[src/hw/rtl/spi_slave_shifter_macros.svh]
// Assertion macros shared by the RTL of the SPI slave shifter.
// Each macro expands to nothing when ASSERT_OFF is defined.
`ifndef SPI_SLAVE_SHIFTER_MACROS_SVH
`define SPI_SLAVE_SHIFTER_MACROS_SVH

`ifndef ASSERT_OFF

`define SSS_ASSERT(label, clk, rst_n, prop) \
	label: assert property (@(posedge clk) disable iff (!rst_n) prop) \
		else $error("assertion failed");

`define SSS_ASSERT_NEVER(label, clk, rst_n, cond) \
	label: assert property (@(posedge clk) disable iff (!rst_n) !(cond)) \
		else $error("forbidden condition seen");

`else

`define SSS_ASSERT(label, clk, rst_n, prop)

`define SSS_ASSERT_NEVER(label, clk, rst_n, cond)

`endif

`endif

[src/hw/rtl/sss_pkg.sv]
package sss_pkg;

	localparam int DATA_W          = 24;
	localparam int WORD_BITS_W     = 5;
	localparam int TIMER_W         = 24;
	localparam int CFG_IDX_W       = 3;
	localparam int SHIFT_WIDTH_DEF = 24;

	localparam logic [WORD_BITS_W-1:0] WORD_BITS_RST    = 5'd8;
	localparam logic [TIMER_W-1:0]     TIMEOUT_RST      = 24'd1000;
	localparam logic                   SEL_AT_START_RST = 1'b1;

	localparam logic [CFG_IDX_W-1:0] REG_CLOCK_PHASE  = 3'd0;
	localparam logic [CFG_IDX_W-1:0] REG_LSB_FIRST    = 3'd1;
	localparam logic [CFG_IDX_W-1:0] REG_WORD_BITS    = 3'd2;
	localparam logic [CFG_IDX_W-1:0] REG_TIMEOUT      = 3'd3;
	localparam logic [CFG_IDX_W-1:0] REG_SEL_AT_START = 3'd4;

	typedef enum logic [1:0] {
		CMD_EDGE   = 2'd0,
		CMD_SELECT = 2'd1,
		CMD_HOST   = 2'd2,
		CMD_TICK   = 2'd3
	} cmd_t;

	typedef struct packed {
		cmd_t              cmd;
		logic              pin_level;
		logic [DATA_W-1:0] host_word;
	} in_item_t;

	typedef struct packed {
		logic              miso_level;
		logic              miso_enable;
		logic              word_done;
		logic [DATA_W-1:0] received_word;
		logic              select_irq;
		logic              timed_out;
	} out_item_t;

	typedef struct packed {
		logic                   clock_phase;
		logic                   lsb_first;
		logic [WORD_BITS_W-1:0] word_bits;
		logic [TIMER_W-1:0]     timeout_ticks;
	} cfg_t;

	typedef struct packed {
		logic load;
		logic value;
	} sel_load_t;

endpackage

[src/hw/rtl/sss_cfg.sv]
module sss_cfg (
	input  logic                            clk,
	input  logic                            arst_n,
	input  logic                            cfg_we,
	input  logic [sss_pkg::CFG_IDX_W-1:0]   cfg_index,
	input  logic [sss_pkg::DATA_W-1:0]      cfg_data,
	output sss_pkg::cfg_t                   cfg,
	output sss_pkg::sel_load_t              sel_load
);
	import sss_pkg::*;

	cfg_t cfg_q;

	always_ff @(posedge clk or negedge arst_n) begin
		if (!arst_n) begin
			cfg_q.clock_phase   <= 1'b0;
			cfg_q.lsb_first     <= 1'b0;
			cfg_q.word_bits     <= WORD_BITS_RST;
			cfg_q.timeout_ticks <= TIMEOUT_RST;
		end else if (cfg_we) begin
			unique case (cfg_index)
				REG_CLOCK_PHASE: cfg_q.clock_phase   <= cfg_data[0];
				REG_LSB_FIRST:   cfg_q.lsb_first     <= cfg_data[0];
				REG_WORD_BITS:   cfg_q.word_bits     <= cfg_data[WORD_BITS_W-1:0];
				REG_TIMEOUT:     cfg_q.timeout_ticks <= cfg_data[TIMER_W-1:0];
				default: begin
				end
			endcase
		end
	end

	assign cfg            = cfg_q;
	assign sel_load.load  = cfg_we && (cfg_index == REG_SEL_AT_START);
	assign sel_load.value = cfg_data[0];

endmodule

[src/hw/rtl/sss_engine.sv]
module sss_engine #(
	parameter int SHIFT_WIDTH = sss_pkg::SHIFT_WIDTH_DEF
) (
	input  logic               clk,
	input  logic               arst_n,
	input  sss_pkg::cfg_t      cfg,
	input  sss_pkg::sel_load_t sel_load,
	input  logic               step,
	input  sss_pkg::in_item_t  item,
	output sss_pkg::out_item_t result
);
	import sss_pkg::*;

	localparam int EW  = $clog2(SHIFT_WIDTH + 1);
	localparam int EBW = (EW > WORD_BITS_W) ? EW : WORD_BITS_W;

	typedef struct packed {
		logic                   selected;
		logic                   trailing_next;
		logic [WORD_BITS_W-1:0] bit_counter;
		logic [SHIFT_WIDTH-1:0] rx_shift;
		logic [SHIFT_WIDTH-1:0] tx_shift;
		logic [SHIFT_WIDTH-1:0] tx_holding;
		logic [SHIFT_WIDTH-1:0] rx_latched;
		logic [TIMER_W-1:0]     timer_left;
		logic                   timer_armed;
		logic                   miso_out;
		logic                   miso_on;
	} state_t;

	state_t st_q;
	state_t nx;
	logic [EBW-1:0]         eff_bits;
	logic [EBW-1:0]         word_bits_ext;
	logic [WORD_BITS_W-1:0] cnt_inc;
	logic [SHIFT_WIDTH-1:0] tx_src;
	logic                   sample;
	logic                   drive;
	logic                   done;
	logic                   sirq;
	logic                   tout;

	assign word_bits_ext = EBW'(cfg.word_bits);

	always_comb begin
		if (cfg.word_bits == '0) begin
			eff_bits = EBW'(1);
		end else if (word_bits_ext > EBW'(SHIFT_WIDTH)) begin
			eff_bits = EBW'(SHIFT_WIDTH);
		end else begin
			eff_bits = word_bits_ext;
		end
	end

	always_comb begin
		nx      = st_q;
		sample  = 1'b0;
		drive   = 1'b0;
		done    = 1'b0;
		sirq    = 1'b0;
		tout    = 1'b0;
		cnt_inc = st_q.bit_counter + WORD_BITS_W'(1);
		tx_src  = st_q.tx_shift;

		case (item.cmd)
			CMD_EDGE: begin
				if (st_q.selected) begin
					nx.trailing_next = !st_q.trailing_next;
					sample           = (st_q.trailing_next == cfg.clock_phase);
					drive            = !sample;
				end
			end
			CMD_SELECT: begin
				sirq = 1'b1;
				if (!item.pin_level) begin
					nx.selected    = 1'b1;
					nx.bit_counter = '0;
					nx.miso_on     = 1'b1;
					drive          = !cfg.clock_phase;
				end else begin
					nx.selected = 1'b0;
					nx.miso_on  = 1'b0;
				end
			end
			CMD_HOST: begin
				nx.tx_holding = SHIFT_WIDTH'(item.host_word);
				drive         = st_q.selected && !cfg.clock_phase;
			end
			CMD_TICK: begin
				if (st_q.timer_armed) begin
					if (st_q.timer_left <= TIMER_W'(1)) begin
						nx.timer_left    = '0;
						nx.timer_armed   = 1'b0;
						nx.trailing_next = 1'b0;
						nx.bit_counter   = '0;
						nx.miso_on       = 1'b0;
						tout             = 1'b1;
					end else begin
						nx.timer_left = st_q.timer_left - TIMER_W'(1);
					end
				end
			end
			default: begin
			end
		endcase

		if (sample) begin
			if (cfg.lsb_first) begin
				nx.rx_shift = {item.pin_level, st_q.rx_shift[SHIFT_WIDTH-1:1]};
			end else begin
				nx.rx_shift = {st_q.rx_shift[SHIFT_WIDTH-2:0], item.pin_level};
			end
			if (EBW'(cnt_inc) == eff_bits) begin
				nx.rx_latched  = nx.rx_shift;
				nx.bit_counter = '0;
				nx.timer_armed = 1'b0;
				done           = 1'b1;
			end else begin
				nx.bit_counter = cnt_inc;
				nx.timer_left  = cfg.timeout_ticks;
				nx.timer_armed = 1'b1;
			end
		end

		if (drive) begin
			if (nx.bit_counter == '0) begin
				tx_src = nx.tx_holding;
			end
			if (cfg.lsb_first) begin
				nx.miso_out = tx_src[0];
				nx.tx_shift = {1'b0, tx_src[SHIFT_WIDTH-1:1]};
			end else begin
				nx.miso_out = tx_src[SHIFT_WIDTH-1];
				nx.tx_shift = {tx_src[SHIFT_WIDTH-2:0], 1'b0};
			end
		end
	end

	always_ff @(posedge clk or negedge arst_n) begin
		if (!arst_n) begin
			st_q.selected      <= SEL_AT_START_RST;
			st_q.trailing_next <= 1'b0;
			st_q.bit_counter   <= '0;
			st_q.rx_shift      <= '0;
			st_q.tx_shift      <= '0;
			st_q.tx_holding    <= '0;
			st_q.rx_latched    <= '0;
			st_q.timer_left    <= '0;
			st_q.timer_armed   <= 1'b0;
			st_q.miso_out      <= 1'b0;
			st_q.miso_on       <= SEL_AT_START_RST;
		end else if (sel_load.load) begin
			st_q.selected <= sel_load.value;
			st_q.miso_on  <= sel_load.value;
		end else if (step) begin
			st_q <= nx;
		end
	end

	assign result.miso_level    = nx.miso_out;
	assign result.miso_enable   = nx.miso_on;
	assign result.word_done     = done;
	assign result.received_word = DATA_W'(nx.rx_latched);
	assign result.select_irq    = sirq;
	assign result.timed_out     = tout;

endmodule

[src/hw/rtl/spi_slave_shifter.sv]
// SPI slave shift engine with a word length of 1 to SHIFT_WIDTH bits.
// The input channel (in_valid, in_stall, in_data) carries one event per
// beat: a serial clock edge with the MOSI level, a select-line change, a
// new host word to transmit, or a time tick. Every input beat yields
// exactly one output beat (out_valid, out_stall, out_data) with the MISO
// level and enable, the last received word and the per-event flags.
// A beat is registered in an input stage, evaluated against the shifter
// state, and the result is captured in an output register, so out_valid
// rises once the input stage advances into the output register, and the
// result beat is taken when out_stall is low. One beat is taken every cycle
// as long as the output register is free or being emptied.
// When the receiver stalls, the output register holds its beat, the input
// stage holds the next one, and in_stall rises once both are occupied.
// The configuration port writes one register per cycle with cfg_we; the user
// must use it only while no beats are in flight (not enforced). After reset,
// config and shifter state are reset; the block is selected, MISO driver on.
`include "spi_slave_shifter_macros.svh"

module spi_slave_shifter #(
	parameter int SHIFT_WIDTH = sss_pkg::SHIFT_WIDTH_DEF
) (
	input  logic                          clk,
	input  logic                          arst_n,
	input  logic                          in_valid,
	output logic                          in_stall,
	input  sss_pkg::in_item_t             in_data,
	output logic                          out_valid,
	input  logic                          out_stall,
	output sss_pkg::out_item_t            out_data,
	input  logic                          cfg_we,
	input  logic [sss_pkg::CFG_IDX_W-1:0] cfg_index,
	input  logic [sss_pkg::DATA_W-1:0]    cfg_data
);
	import sss_pkg::*;

	cfg_t      cfg;
	sel_load_t sel_load;
	in_item_t  item_s1;
	logic      valid_s1;
	out_item_t result;
	out_item_t result_s2;
	logic      valid_s2;
	logic      advance;
	logic [2:0] flags_s2;

	assign advance  = valid_s1 && !(valid_s2 && out_stall);
	assign in_stall = valid_s1 && !advance;

	sss_cfg u_cfg (
		.clk       (clk),
		.arst_n    (arst_n),
		.cfg_we    (cfg_we),
		.cfg_index (cfg_index),
		.cfg_data  (cfg_data),
		.cfg       (cfg),
		.sel_load  (sel_load)
	);

	sss_engine #(
		.SHIFT_WIDTH (SHIFT_WIDTH)
	) u_engine (
		.clk      (clk),
		.arst_n   (arst_n),
		.cfg      (cfg),
		.sel_load (sel_load),
		.step     (advance),
		.item     (item_s1),
		.result   (result)
	);

	always_ff @(posedge clk or negedge arst_n) begin
		if (!arst_n) begin
			valid_s1 <= 1'b0;
		end else if (!valid_s1 || advance) begin
			valid_s1 <= in_valid;
		end
	end

	always_ff @(posedge clk) begin
		if ((!valid_s1 || advance) && in_valid) begin
			item_s1 <= in_data;
		end
	end

	always_ff @(posedge clk or negedge arst_n) begin
		if (!arst_n) begin
			valid_s2 <= 1'b0;
		end else if (advance) begin
			valid_s2 <= 1'b1;
		end else if (!out_stall) begin
			valid_s2 <= 1'b0;
		end
	end

	always_ff @(posedge clk) begin
		if (advance) begin
			result_s2 <= result;
		end
	end

	assign out_valid = valid_s2;
	assign out_data  = result_s2;
	assign flags_s2  = {result_s2.word_done, result_s2.select_irq, result_s2.timed_out};

	`SSS_ASSERT(a_stall_needs_item, clk, arst_n, in_stall |-> valid_s1)
	`SSS_ASSERT_NEVER(a_no_overwrite, clk, arst_n, advance && valid_s2 && out_stall)
	`SSS_ASSERT(a_one_event_flag, clk, arst_n, valid_s2 |-> ($countones(flags_s2) <= 1))
	`SSS_ASSERT(a_timeout_drops_miso, clk, arst_n, (valid_s2 && result_s2.timed_out) |-> !result_s2.miso_enable)

endmodule

[config.mk]
export PLATFORM = sky130hd
export DESIGN_NAME = spi_slave_shifter
export DESIGN_NICKNAME = d
export VERILOG_FILES = /design/src/hw/rtl/sss_pkg.sv /design/src/hw/rtl/sss_cfg.sv /design/src/hw/rtl/sss_engine.sv /design/src/hw/rtl/spi_slave_shifter.sv
export VERILOG_INCLUDE_DIRS = /design/src /design/src/hw/rtl
export SDC_FILE = /design/constraint.sdc
export NUM_CORES = 1
export LEC_CHECK = 0
export BUFFER_PORTS_ARGS = -buffer_cell sky130_fd_sc_hd__buf_2
export CORE_ASPECT_RATIO = 0.75
export CORE_MARGIN = 3
export CORE_UTILIZATION = 40
export CTS_CLUSTER_SIZE = 25
export DETAILED_ROUTE_END_ITERATION = 6
export HOLD_SLACK_MARGIN = 0.12
export SYNTH_ARGS = -nofsm -noshare
export SYNTH_HDL_FRONTEND = slang
export SYNTH_SLANG_ARGS = --single-unit
[constraint.sdc]
create_clock -name clk -period 2.8 [get_ports clk]
set_input_delay 0.56 -clock clk [delete_from_list [all_inputs] [get_ports clk]]
set_output_delay 0.56 -clock clk [all_outputs]
set_load 0.02 [all_outputs]
==> flow_summary.html <==
<table>
<tr><th>Metric</th><th>Value</th></tr>
<tr><th colspan="2">Routing</th></tr>
<tr><td>Count of antenna-violating nets left after detailed routing</td><td>0</td></tr>
<tr><td>Vias per std cell</td><td>5.35</td></tr>
<tr><td>Total DRC errors in the routed layout</td><td>0</td></tr>
<tr><td>Count of vias placed by the detailed router</td><td>7,242</td></tr>
<tr><td>Final routed wire length divided by cell count</td><td>17.4 um</td></tr>
<tr><td>Detailed Route WL</td><td>23.6 mm</td></tr>
<tr><td>TritonRoute pass-1 iters</td><td>4</td></tr>
<tr><td>Violation count after the first detailed-route iteration</td><td>426</td></tr>
<tr><th colspan="2">Layout</th></tr>
<tr><td>Layout Cells excl Fill</td><td>1,353</td></tr>
<tr><td>Antenna fix cells</td><td>0</td></tr>
<tr><td>Share of cells above drive strength 1</td><td>36.8%</td></tr>
<tr><td>Area growth syn-to-layout</td><td>18.7%</td></tr>
<tr><td>Top library cells by usage in the layout, fill and taps aside</td><td>sky130_fd_sc_hd__dfrtp_1 (153), sky130_fd_sc_hd__mux2_2 (142), sky130_fd_sc_hd__nand2_1 (116)</td></tr>
<tr><td>Final core utilization</td><td>49.2%</td></tr>
<tr><td>Net count, final</td><td>1,060</td></tr>
<tr><td>Most common cell after layout, fill and taps aside</td><td>sky130_fd_sc_hd__dfrtp_1</td></tr>
<tr><th colspan="2">Worst setup path</th></tr>
<tr><td>Arrival time of data at the critical path endpoint</td><td>3130 ps</td></tr>
<tr><td>Maximum cell stage delay along the critical path</td><td>410 ps</td></tr>
<tr><td>Category of the most critical setup path</td><td>flop to flop</td></tr>
<tr><td>Family with the most delay on the worst path</td><td>compound AO/OA/AOI/OAI gates</td></tr>
<tr><td>Peak fanout along the critical path</td><td>7</td></tr>
<tr><td>R2R setup slack</td><td>70 ps</td></tr>
<tr><td>CP required</td><td>3200 ps</td></tr>
<tr><td>Slowest cell on the critical path</td><td>sky130_fd_sc_hd__dfrtp_1</td></tr>
<tr><td>Startpoint type of the worst setup path</td><td>flop</td></tr>
<tr><td>Kind of end point of the critical path</td><td>flop</td></tr>
<tr><td>Number of buffer and inverter instances along the worst setup path</td><td>3</td></tr>
<tr><td>CP cell instances</td><td>buf_4 -&gt; nand3_2 -&gt; mux2_2 -&gt; o311a_1 -&gt; a21boi_4 -&gt; nor3_4 -&gt; buf_6 -&gt; buf_6 -&gt; mux2_2 -&gt; a31o_2</td></tr>
<tr><th colspan="2">Logic synthesis</th></tr>
<tr><td>EDFF count, synth</td><td>56</td></tr>
<tr><td>Synthesized area</td><td>10,500 um2</td></tr>
<tr><td>Net count of the mapped netlist</td><td>936</td></tr>
<tr><td>Sequential fraction of the synthesis area</td><td>54.8%</td></tr>
<tr><td>Most used DFF post-synth</td><td>sky130_fd_sc_hd__dfrtp_1</td></tr>
<tr><td>Library cell occupying the most area in the post-synthesis netlist</td><td>sky130_fd_sc_hd__dfrtp_1</td></tr>
<tr><td>Synth Register Bits</td><td>219</td></tr>
<tr><td>Warning count from the yosys run</td><td>0</td></tr>
<tr><td>Area share of the largest cell type after synthesis</td><td>36.6%</td></tr>
<tr><td>Number of standard cells after synthesis</td><td>874</td></tr>
<tr><td>Cell types occupying the most area after synthesis</td><td>sky130_fd_sc_hd__dfrtp_1 (37%), sky130_fd_sc_hd__edfxtp_1 (16%), sky130_fd_sc_hd__mux2_2 (15%), sky130_fd_sc_hd__nand2_1 (4.1%), sky130_fd_sc_hd__dfstp_2 (2.2%)</td></tr>
<tr><td>Distinct cell type count of the synthesized netlist</td><td>73</td></tr>
<tr><td>Mean post-synth cell area</td><td>12.0 um2</td></tr>
<tr><td>Share of synthesized flip-flops with an asynchronous set or reset</td><td>74.4%</td></tr>
<tr><th colspan="2">STA</th></tr>
<tr><td>Slew at the pin with the worst max-slew slack</td><td>824 ps</td></tr>
<tr><td>Time the worst path needs with I/O delays and setup</td><td>2730 ps</td></tr>
<tr><td>Headroom to the max-slew limit</td><td>44.9%</td></tr>
<tr><td>Post-route clock skew</td><td>16.3 ps</td></tr>
<tr><td>Min setup slack post-route</td><td>65.8 ps</td></tr>
<tr><td>Minimum hold slack</td><td>215 ps</td></tr>
<tr><td>Fmax achieved</td><td>366 MHz</td></tr>
<tr><td>Final setup fails</td><td>0</td></tr>
<tr><td>Number of slew-limit violations in the final report</td><td>0</td></tr>
<tr><td>Final number of hold-violating endpoints</td><td>0</td></tr>
<tr><td>Post-route clock period utilization</td><td>97.6%</td></tr>
<tr><th colspan="2">Placed design</th></tr>
<tr><td>Placer's final routability congestion estimate</td><td>0.872</td></tr>
<tr><td>Post-DP HPWL</td><td>16.0 mm</td></tr>
<tr><td># placed instances</td><td>1,301</td></tr>
<tr><td>Number of input and output port buffers inserted</td><td>89</td></tr>
<tr><td>Pre-CTS WS</td><td>35.8 ps</td></tr>
<tr><th colspan="2">Clocking</th></tr>
<tr><td>CTS Root Buffer Type</td><td>sky130_fd_sc_hd__clkbuf_16</td></tr>
<tr><td>Bufs on Longest Clock Path</td><td>3</td></tr>
<tr><td>Num CTS Buffers</td><td>24</td></tr>
<tr><td>Clock sink count</td><td>219</td></tr>
<tr><td>Worst-Skew Late Latency</td><td>520 ps</td></tr>
<tr><td>H-tree levels</td><td>1</td></tr>
<tr><td>CTS clk-pin slew, worst paths</td><td>60 ps</td></tr>
<tr><td>Clock tree from TritonCTS</td><td>yes</td></tr>
<tr><th colspan="2">Floorplan</th></tr>
<tr><td>Area of the core</td><td>25,400 um2</td></tr>
<tr><td>Die area</td><td>28,300 um2</td></tr>
<tr><td>Floorplan die width</td><td>193 um</td></tr>
<tr><td>Num ports</td><td>90</td></tr>
<tr><td>Std-Cell Rows</td><td>50</td></tr>
<tr><td>Die span in y</td><td>146 um</td></tr>
<tr><td>Initial Utilization</td><td>41.4%</td></tr>
<tr><th colspan="2">Pwr</th></tr>
<tr><td>Leakage power</td><td>5.51 nW</td></tr>
<tr><td>Power density over cell area</td><td>813 nW/um2</td></tr>
<tr><td>Proportion of power drawn by the clock network</td><td>29.4%</td></tr>
<tr><td>Sw frac</td><td>30.4%</td></tr>
<tr><td>Register share of total power</td><td>43.3%</td></tr>
<tr><td>Combinational cell fraction of total power</td><td>27.3%</td></tr>
<tr><td>NetSw</td><td>3.09 mW</td></tr>
<tr><td>Worst vdd ir</td><td>0.489 mV</td></tr>
<tr><td>Internal cell power</td><td>7.07 mW</td></tr>
<tr><th colspan="2">Run status</th></tr>
<tr><td>Outcome</td><td>finished, final reports clean</td></tr>
<tr><th colspan="2">Global route</th></tr>
<tr><td>Vias in the first global route</td><td>7,114</td></tr>
<tr><td>First-pass GRT wire length</td><td>39.1 mm</td></tr>
<tr><td>All-Layer GR Usage</td><td>16.6%</td></tr>
<tr><td>Maximum number of pins on one net before global-route repair</td><td>58</td></tr>
<tr><td>Antenna violations before repair</td><td>0</td></tr>
<tr><td>Total overflow reported by the global router</td><td>0</td></tr>
<tr><th colspan="2">Flow run</th></tr>
<tr><td>Max capacitance violation total</td><td>0</td></tr>
<tr><th colspan="2">Hold path</th></tr>
<tr><td>Hold Path Class</td><td>input pin to flop</td></tr>
</table>
[layer usage]
| metal | track usage (%) | share of wire [%] | vias up | wire [um] |
|---|---|---|---|---|
| met1 | 27.4 | 52 | 3605 | 12300 |
| met3 | 2.75 | 4.6 | 26 | 1080 |
| li1 | - | - | 3442 | - |
| met4 | 2.96 | 1.2 | 0 | 291 |
| met5 | 0 | 0 | - | 0 |
| met2 | 22.8 | 42 | 169 | 9950 |
[through the flow]
| stage | power, mW | TNS [ps] | cell area [um2] |
|---|---|---|---|
| 6_report | 10.2 | 0 | 12500 |
| 5_1_grt | 10.8 | -50.0 | 12500 |
| 4_1_cts | 10.1 | 0 | 12400 |
| 3_5_place_dp | 7.03 | 0 | 11600 |
| 3_3_place_gp | 6.98 | 0 | 11600 |
| 2_1_floorplan | 6.22 | 0 | 10500 |
[cells by family after synthesis]
group           synth area share (%)
simple gates                    11.1
fa+ha+maj                      0.357
compound gates                  9.26
flops                           54.8
xor+xnor                       0.832
buf+inv                         3.39
mux                             20.2
[power groups by stage]
stage                     clock (mW)  combinational [mW]  sequential, mW
after global placement             0                2.56            4.42
after global routing            3.22                3.07            4.48
after CTS                       3.09                2.61            4.38
after detailed placement           0                2.60            4.43
final                           2.99                2.77            4.40
after floorplan                    0                1.85            4.37
[path summary, 6_finish.rpt]
kind | endpoint | from | cells after the start
max | u_engine.st_q[93]$_DFFE_PN0P_ | u_engine.st_q[123]$_DFFE_PN0P_ | 10
min | item_s1[5]$_DFFE_PP_ | in_data[5] | 1
max reg2reg | u_engine.st_q[93]$_DFFE_PN0P_ | u_engine.st_q[123]$_DFFE_PN0P_ | 10
min reg2reg | u_engine.st_q[33]$_DFFE_PN0P_ | u_engine.st_q[33]$_DFFE_PN0P_ | 2
max in group asynchronous | u_engine.st_q[47]$_DFFE_PN0P_ | arst_n | 3
min in group asynchronous | u_engine.st_q[9]$_DFFE_PN0P_ | arst_n | 2
[registers in the layout, summed over array words and instances, names as in the netlist]
| name | flops |
|---|---|
| item_s1 | 27 |
| out_data | 29 |
| out_valid | 1 |
| u_cfg.cfg | 31 |
| u_engine.st_q | 130 |
| valid_s1 | 1 |
[timing repair]
action / CTS / global route
endpoints found under the hold margin: 44 / 0
setup buffers: 0 / 7
hold buffers: 1 / 0
endpoints found under the setup margin: 0 / 13
resized for setup: 0 / 12
[cell type report]
class / instances / area [um2]
clock buffer: 35 / 702
inverter: 33 / 124
multi-input combinational: 573 / 4450
fill: 2324 / 12900
tap: 338 / 423
sequential: 219 / 5770
timing repair buffer: 147 / 965
clock inverter: 8 / 46.3
[synthesized netlist by cell type, types with 7 or more instances]
master                      instances
sky130_fd_sc_hd__inv_1             31
sky130_fd_sc_hd__nand2b_1           9
sky130_fd_sc_hd__clkbuf_1          26
sky130_fd_sc_hd__dfstp_2            9
sky130_fd_sc_hd__o21ai_0           38
sky130_fd_sc_hd__nand4_1            8
sky130_fd_sc_hd__mux2_2           142
sky130_fd_sc_hd__nor2_1            33
sky130_fd_sc_hd__edfxtp_1          56
sky130_fd_sc_hd__dfrtp_1          154
sky130_fd_sc_hd__nand3_1            8
sky130_fd_sc_hd__nand2_1          116
sky130_fd_sc_hd__a31oi_1            7
sky130_fd_sc_hd__a21oi_1           21
sky130_fd_sc_hd__nor4_1            11
sky130_fd_sc_hd__mux4_2            10
sky130_fd_sc_hd__buf_2              9
sky130_fd_sc_hd__nor3_1            17
sky130_fd_sc_hd__o21ai_1            7
sky130_fd_sc_hd__xnor2_1            7
sky130_fd_sc_hd__mux2i_1           20
sky130_fd_sc_hd__o2bb2ai_1         14
(Power assumes the default switching activity.)
